--- src/hdl/vmlp_pkg.sv ---
// Shared types, constants and helpers for the vectorscope plot block.
`timescale 1ns / 1ps

package vmlp_pkg;

    localparam int SCOPE_WIDTH_DEF  = 128;
    localparam int SCOPE_HEIGHT_DEF = 128;
    localparam int POS_W_DEF        = 9;

    localparam logic [7:0] LIGHTEN_RESET = 8'd200;

    // Chroma coefficients scaled by 1000.
    localparam logic signed [19:0] U_R_COEF = 20'sd299;
    localparam logic signed [19:0] U_G_COEF = 20'sd587;
    localparam logic signed [19:0] U_B_COEF = 20'sd886;
    localparam logic signed [19:0] V_R_COEF = 20'sd701;
    localparam logic signed [19:0] V_G_COEF = 20'sd587;
    localparam logic signed [19:0] V_B_COEF = 20'sd114;

    localparam int MAG_W       = 18;
    localparam int RECIP_SHIFT = 32;
    localparam int QX_W        = 6;
    localparam int QY_W        = 7;

    localparam logic [10:0] X_GAIN   = 11'd1972;
    localparam logic [11:0] Y_GAIN   = 12'd3508;
    localparam logic [23:0] FIX_DEN  = 24'd10000000;
    // floor(gain * 2^32 / 10^7)
    localparam logic [19:0] X_RECIP  = 20'd846967;
    localparam logic [20:0] Y_RECIP  = 21'd1506674;

    typedef enum logic [1:0] {
        OP_PLOT       = 2'd0,
        OP_READ       = 2'd1,
        OP_READ_CLEAR = 2'd2,
        OP_NONE       = 2'd3
    } op_t;

    typedef enum logic [2:0] {
        ST_CLEAR,
        ST_IDLE,
        ST_MAP_S,
        ST_MAP_P,
        ST_MAP_Q,
        ST_READ,
        ST_UPDATE
    } state_t;

    typedef struct packed {
        logic [7:0] red;
        logic [7:0] green;
        logic [7:0] blue;
    } rgb_t;

    typedef struct packed {
        op_t        op;
        logic [7:0] red;
        logic [7:0] green;
        logic [7:0] blue;
        logic [6:0] cell_col;
        logic [6:0] cell_row;
    } in_item_t;

    typedef struct packed {
        logic [7:0] out_red;
        logic [7:0] out_green;
        logic [7:0] out_blue;
        logic [6:0] plot_col;
        logic [6:0] plot_row;
        logic       plot_written;
    } out_item_t;

    function automatic logic [7:0] lightness(input logic [7:0] r, input logic [7:0] g,
                                             input logic [7:0] b);
        logic [7:0] hi;
        logic [7:0] lo;
        logic [8:0] sum;
        hi = r;
        lo = r;
        if (g > hi) hi = g;
        if (b > hi) hi = b;
        if (g < lo) lo = g;
        if (b < lo) lo = b;
        sum = {1'b0, hi} + {1'b0, lo};
        return sum[8:1];
    endfunction

endpackage

--- src/hdl/vmlp_map.sv ---
// Three-stage mapping of an RGB sample to a scope column and row.
`timescale 1ns / 1ps

module vmlp_map #(
    parameter int SCOPE_WIDTH  = vmlp_pkg::SCOPE_WIDTH_DEF,
    parameter int SCOPE_HEIGHT = vmlp_pkg::SCOPE_HEIGHT_DEF,
    parameter int POS_W        = vmlp_pkg::POS_W_DEF
) (
    input  logic                    clk,
    input  logic [7:0]              red,
    input  logic [7:0]              green,
    input  logic [7:0]              blue,
    output logic signed [POS_W-1:0] col,
    output logic signed [POS_W-1:0] row,
    output logic                    in_range
);

    localparam int MAG_W = vmlp_pkg::MAG_W;
    localparam int SH    = vmlp_pkg::RECIP_SHIFT;
    localparam int QX_W  = vmlp_pkg::QX_W;
    localparam int QY_W  = vmlp_pkg::QY_W;
    localparam int PX_W  = SH + QX_W;
    localparam int PY_W  = SH + QY_W;
    localparam int SX_W  = 29;
    localparam int SY_W  = 30;
    localparam int NX_W  = 31;
    localparam int NY_W  = 32;

    logic signed [19:0] r_s;
    logic signed [19:0] g_s;
    logic signed [19:0] b_s;
    logic signed [19:0] s_calc;
    logic signed [19:0] t_calc;

    logic [MAG_W-1:0] s_mag_reg;
    logic [MAG_W-1:0] t_mag_reg;
    logic             s_neg_reg;
    logic             t_neg_reg;

    logic [PX_W-1:0]  px_reg;
    logic [PY_W-1:0]  py_reg;
    logic [SX_W-1:0]  sx_reg;
    logic [SY_W-1:0]  sy_reg;
    logic             s_neg2_reg;
    logic             t_neg2_reg;

    logic [QX_W-1:0]  qx0;
    logic [QY_W-1:0]  qy0;
    logic [NX_W-1:0]  nx;
    logic [NY_W-1:0]  ny;
    logic [QX_W-1:0]  qx;
    logic [QY_W-1:0]  qy;
    logic signed [POS_W-1:0] dx;
    logic signed [POS_W-1:0] dy;
    logic signed [POS_W-1:0] col_next;
    logic signed [POS_W-1:0] row_next;
    logic                    in_range_next;

    logic signed [POS_W-1:0] col_reg;
    logic signed [POS_W-1:0] row_reg;
    logic                    in_range_reg;

    always_comb
    begin
        r_s    = $signed({12'b0, red});
        g_s    = $signed({12'b0, green});
        b_s    = $signed({12'b0, blue});
        s_calc = vmlp_pkg::U_B_COEF * b_s - vmlp_pkg::U_R_COEF * r_s
                 - vmlp_pkg::U_G_COEF * g_s;
        t_calc = vmlp_pkg::V_R_COEF * r_s - vmlp_pkg::V_G_COEF * g_s
                 - vmlp_pkg::V_B_COEF * b_s;
    end

    always_ff @(posedge clk)
    begin
        s_neg_reg <= s_calc[19];
        t_neg_reg <= t_calc[19];
        s_mag_reg <= s_calc[19] ? MAG_W'(-s_calc) : MAG_W'(s_calc);
        t_mag_reg <= t_calc[19] ? MAG_W'(-t_calc) : MAG_W'(t_calc);
    end

    always_ff @(posedge clk)
    begin
        px_reg     <= PX_W'(s_mag_reg) * PX_W'(vmlp_pkg::X_RECIP);
        py_reg     <= PY_W'(t_mag_reg) * PY_W'(vmlp_pkg::Y_RECIP);
        sx_reg     <= SX_W'(s_mag_reg) * SX_W'(vmlp_pkg::X_GAIN);
        sy_reg     <= SY_W'(t_mag_reg) * SY_W'(vmlp_pkg::Y_GAIN);
        s_neg2_reg <= s_neg_reg;
        t_neg2_reg <= t_neg_reg;
    end

    // Reciprocal estimate is at most one low; bump it when the next multiple still fits.
    always_comb
    begin
        qx0 = px_reg[SH +: QX_W];
        qy0 = py_reg[SH +: QY_W];
        nx  = (NX_W'(qx0) + NX_W'(1)) * NX_W'(vmlp_pkg::FIX_DEN);
        ny  = (NY_W'(qy0) + NY_W'(1)) * NY_W'(vmlp_pkg::FIX_DEN);
        qx  = qx0 + QX_W'(NX_W'(sx_reg) >= nx);
        qy  = qy0 + QY_W'(NY_W'(sy_reg) >= ny);
        dx  = s_neg2_reg ? -$signed(POS_W'(qx)) : $signed(POS_W'(qx));
        dy  = t_neg2_reg ? -$signed(POS_W'(qy)) : $signed(POS_W'(qy));
        col_next = $signed(POS_W'(SCOPE_WIDTH / 2)) + dx;
        row_next = $signed(POS_W'(SCOPE_HEIGHT / 2)) - dy;
        in_range_next = !col_next[POS_W-1] && !row_next[POS_W-1]
                        && (col_next < $signed(POS_W'(SCOPE_WIDTH)))
                        && (row_next < $signed(POS_W'(SCOPE_HEIGHT)));
    end

    always_ff @(posedge clk)
    begin
        col_reg      <= col_next;
        row_reg      <= row_next;
        in_range_reg <= in_range_next;
    end

    assign col      = col_reg;
    assign row      = row_reg;
    assign in_range = in_range_reg;

endmodule

--- config.mk ---
export PLATFORM = sky130hd
export DESIGN_NAME = vmlp_map
export DESIGN_NICKNAME = d
export VERILOG_FILES = /design/src/hdl/vmlp_pkg.sv /design/src/hdl/vmlp_map.sv
export SDC_FILE = /design/constraint.sdc
export NUM_CORES = 2
export LEC_CHECK = 0
export BUFFER_PORTS_ARGS = -buffer_cell sky130_fd_sc_hd__buf_4
export CAP_MARGIN = 25
export CORE_ASPECT_RATIO = 0.7
export CORE_MARGIN = 2
export CORE_UTILIZATION = 67
export CTS_CLUSTER_DIAMETER = 50
export DETAILED_ROUTE_END_ITERATION = 10
export GPL_ROUTABILITY_DRIVEN = 1
export GPL_TIMING_DRIVEN = 1
export PLACE_DENSITY_LB_ADDON = 0.2
export SLEW_MARGIN = 20
export SYNTH_ARGS = -nofsm -noshare
export SYNTH_HDL_FRONTEND = slang
export SYNTH_SLANG_ARGS = --single-unit
--- constraint.sdc ---
create_clock -name clk -period 13.1 [get_ports clk]
set_input_delay 2.62 -clock clk [delete_from_list [all_inputs] [get_ports clk]]
set_output_delay 2.62 -clock clk [all_outputs]
set_load 0.005 [all_outputs]
* After elaboration in Yosys (flattened, before gate mapping)
Index checks and enable logic that the tools add are counted.
** Word-level totals
- Register bits :: 190
- Input port bits :: 25
- Output and inout port bits :: 19
- Logic and storage cells :: 51
** Cells by class
- $add $sub $neg :: 14
- $mul :: 11
- Order comparisons :: 4
- Muxes and demuxes :: 4
- Reduce and logical (&&, ||, !) cells :: 5
** Operators by type and width (count)
- $mul 18x20->38 const B :: 2
- $mul 10x8->18 const A :: 2
- $mux 18 :: 2
- $neg 18->18 :: 2
- $mul 9x8->17 const A :: 2
- $ge 30x32->1 :: 1
- $ge 29x31->1 :: 1
- $mul 18x10->28 const B :: 1
- $mul 18x9->27 const B :: 1
- $mul 8x17->25 const B :: 1
- $mul 7x17->24 const B :: 1
- $sub 19x16->20 :: 1
- $sub 19x19->20 :: 1
- $sub 18x17->19 :: 1
- $sub 18x18->19 :: 1
- $lt 9x9->1 const B :: 2
- $mux 9 :: 2
- $mul 6x8->14 const A :: 1
- $add 8x9->9 const A :: 1
- $neg 6->9 :: 1
- $neg 7->9 :: 1
- $sub 8x9->9 const A :: 1
- $add 7x1->8 const B :: 1
- $add 6x1->7 const B :: 1
- 4 further kinds :: 7

* Longest topological paths before layout
- Depth after elaboration :: 11
- Gate-level depth with buffers :: 40
- Mapped depth without buffers :: 39

* Worst setup path before layout
No wires, ideal clock.
- Kind :: input to register
- Start :: in green[6]
- End :: reg t_mag_reg[17]
- Library setup time :: 0.123 ns
- Data arrival time :: 10.226 ns
- Required time :: 12.977 ns
- Setup slack :: 2.752 ns
- Stages on the path :: 33
- Path buffers :: 0
- Cells stage by stage :: ha_1 > inv_1 > fa_1 > inv_1 > fa_1 > fa_1 > ha_1 > a21o_1 > nand2_1 > a21oi_1 > nand2b_1 > fa_1 > inv_1 > fa_1 > fa_1 > fa_1 > inv_1 > ha_1 > a21o_1 > a31oi_1 > nand2_1 > a21oi_1 > xnor2_1 > ha_1 > nand3_1 > a211oi_1 > o31ai_1 > nor2b_1 > xnor2_1 > nor3b_1 > nand3_1 > o31ai_2 > xnor2_1
** On the way
- Cells in the longest elaborated chain, start to end :: 5
** Ends and longest elaborated chain
- start: declaration :: line vmlp_map.sv:11 : input logic [7:0] green,
- $mul 10x8->18 * :: line vmlp_map.sv:70 : t_calc = vmlp_pkg::V_R_COEF * r_s - vmlp_pkg::V_G_COEF * g_s
- $sub 18x18->19 * :: line vmlp_map.sv:70
- $sub 19x16->20 * :: line vmlp_map.sv:71 : - vmlp_pkg::V_B_COEF * b_s;
- $neg 18->18 :: line vmlp_map.sv:79 : t_mag_reg <= t_calc[19] ? MAG_W'(-t_calc) : MAG_W'(t_calc);
- $mux 18 * :: line vmlp_map.sv:79
- end signal: assignment :: line vmlp_map.sv:79
- end: declaration :: line vmlp_map.sv:36 : logic [MAG_W-1:0] t_mag_reg;
Every way passes the cells marked *; elsewhere a longest branch is shown, timed or not.

* Worst setup path in the final report
Ends and elaborated chain as after synthesis.

==> out/qor.txt <==
Vias in the first global route = 26128
Clk root buf = clkbuf_16
Fin crit period = 10.80 ns
CTS tree = yes
Crit path max-delay cell type = fa_1
Die Height = 197 µm
Fmax = 92.6 MHz
Antenna viol nets, final = 0
Max-slew headroom = 38.3%
Post-CTS sizing = 0
Final Wtd Congestion = 0.969
WP data required = 13.42 ns
Final wirelength = 76300 µm
Final setup fails = 0
Clk_lat worst skew = 0.44 ns
IO Pins = 44
Synth Area in Simple Gates = 5.78%
Largest stage delay, worst path = 0.54 ns
Clock Tree Buf Depth = 2
Die X-Extent = 280 µm
CP startpoint kind = primary input
R2R Path Start = py_reg[32]$_DFF_P_
Hold buffer count at cts = 0
# clock sinks = 125
Layout Skew = 0.00770 ns
# DRC = 0
Worst Path Max Fanout = 5
Final hold violations = 0
Synthesized area = 35800 µm²
R2R depth = 36
First-pass GRT wire length = 131000 µm
Hold Crit Class = flip-flop to flip-flop
Worst EP arrival = 11.12 ns
Post-synthesis compound-gate area fraction = 9.43%
DRT Pass-1 Iters = 5
Max_cap viols = 0
DR vias/cell = 5.54
Most Frequent Cell on Critical Path = fa_1
DR iter-0 viols = 1400
Post-synthesis mux area share = 0.0279%
Setup TNS = 0 ns
Number of synthesized flops with an enable pin = 0
Worst Path Class, Setup = primary input to flip-flop
FF-to-FF setup slack = 3.76 ns
Layout area overhead = 4.84%
Synth Instances = 3686
Initial antenna violation count = 0
Final nets = 5185
Tightest Pin Transition = 0.902 ns
Top_reg_cell synth = dfxtp_1
Clock transition at path regs = 0.06 ns
Number of flip-flops in the largest register = 27
Largest family of logic cells by synthesized area = adder cells
Layout cells sized above 1 = 2.77%
Hpwl dp = 68400 µm
Core area = 52600 µm²
Fillers = 4004
Ys async rst share = 0%
R2r endpoint = in_range$_DFF_P_
Hold Path Origin = t_neg_reg$_DFF_P_
Register area share after synthesis = 6.98%
Max Slew Vio Count = 0
Global-route usage over all layers = 29.9%
Post-route clock period utilization = 82.4%
Post-synthesis average cell area = 9.72 µm²
Synth Area in Adders = 61.6%
CTS Buf Count = 17
Post-CTS Setup Inserts = 0
Starting Density = 68.2%
XOR/XNOR Fraction of Synth Area = 6.13%
Hold path depth = 0
Count of input and output buffers = 43
Hold path endpoint = t_neg2_reg$_DFF_P_
Hold Slack = 0.434 ns
Row count = 70
H-tree depth = 4
Yosys warns = 0
Die Area = 55400 µm²
Netlist cell types = 72
Grt ovf = 0
Via count = 24607
RSZ-0062 raised after global routing = false
Largest net degree at the start of global routing = 20
Synth Net Count = 5125
Drt wl/cell = 17.2 µm
Finished Core Util = 71.5%
CP Capture Type = flip-flop
Status = complete, no violations
Yosys reg bits = 125
[metal layers]
layer / vias up / wire, µm / track usage (%)
li1: 11996 / - / -
met5: - / 64 / 0.884
met3: 100 / 5800 / 7.13
met1: 11864 / 36400 / 43.5
met2: 645 / 32500 / 45.6
met4: 2 / 1470 / 6.24
[worst max-delay path by stage]
stage	startpoint	end	slack, ns	cells after the start
5_1_grt	green[6]	t_mag_reg[17]$_DFF_P_	1.76	34
3_3_place_gp	green[6]	t_mag_reg[17]$_DFF_P_	2.16	34
6_report	green[6]	t_mag_reg[17]$_DFF_P_	2.30	34
4_1_cts	green[6]	t_mag_reg[17]$_DFF_P_	2.32	34
2_1_floorplan	green[6]	t_mag_reg[17]$_DFF_P_	2.75	33
3_5_place_dp	green[6]	t_mag_reg[17]$_DFF_P_	1.87	34
[synth_stat cells, types with 18 or more instances]
cell	count	share of area [%]
a21o_1	69	1.4
ha_1	833	29
nand2_1	91	0.95
nand2b_1	34	0.59
o21bai_1	21	0.44
a211oi_1	20	0.42
dfxtp_1	125	7.0
o21a_1	40	0.84
fa_1	581	32
nor2b_1	23	0.40
nor3_1	36	0.50
nand3_1	45	0.63
o21ai_0	84	1.2
and3_1	18	0.31
a21oi_1	154	2.2
xor2_1	83	2.0
xnor2_1	166	4.1
nor2_1	125	1.3
inv_1	952	10
[metrics by stage]
step | area [µm²] | std cells | setup WS (ns)
3_3_place_gp | 37000 | 4411 | 2.16
3_5_place_dp | 37000 | 4411 | 1.87
2_1_floorplan | 35800 | 3686 | 2.75
4_1_cts | 37500 | 4441 | 2.32
6_report | 37600 | 4442 | 2.30
5_1_grt | 37600 | 4441 | 1.76
[cells in the final DEF, fill, tap and decap left out, types with 18 or more instances in the layout]
cell type,count
a211oi_1,20
a21o_1,69
a21oi_1,154
and3_1,18
buf_4,49
dfxtp_1,125
fa_1,581
ha_1,833
inv_1,952
nand2_1,91
nand2b_1,34
nand3_1,45
nor2_1,125
nor2b_1,23
nor3_1,36
o21a_1,40
o21ai_0,84
o21bai_1,21
xnor2_1,166
xor2_1,83
[worst max-delay path: cells and delay by family]
kind | cells | cell delay (ns)
compound gates | 8 | 1.70
xor+xnor | 3 | 0.34
fa+ha+maj | 11 | 4.82
buf+inv | 5 | 0.33
simple gates | 7 | 1.28
[kinds of logic (layout without fill, tap and decap cells)]
kind of cell	after synthesis	in the layout
fa+ha+maj	1414	1414
flops	125	125
buf+inv	960	1031
other cells	0	1
simple gates	428	428
compound gates	508	508
xor+xnor	250	250
mux	1	1
[cell type report]
class                           count  area [µm²]  share of cell area [%]
Antenna cell                        1        2.50                 0.00666
Tap cell                          684         856                    2.28
Clock buffer                       20         447                    1.19
Clock inverter                     10        92.6                   0.247
Timing Repair Buffer               49         368                   0.979
Multi-Input combinational cell   2601       29700                    79.1
Sequential cell                   125        2500                    6.66
Inverter                          952        3570                    9.51
Power is left out: the tool's default activity adds up to more than one toggle a clock period on the data nets, which glitch-free logic cannot reach.
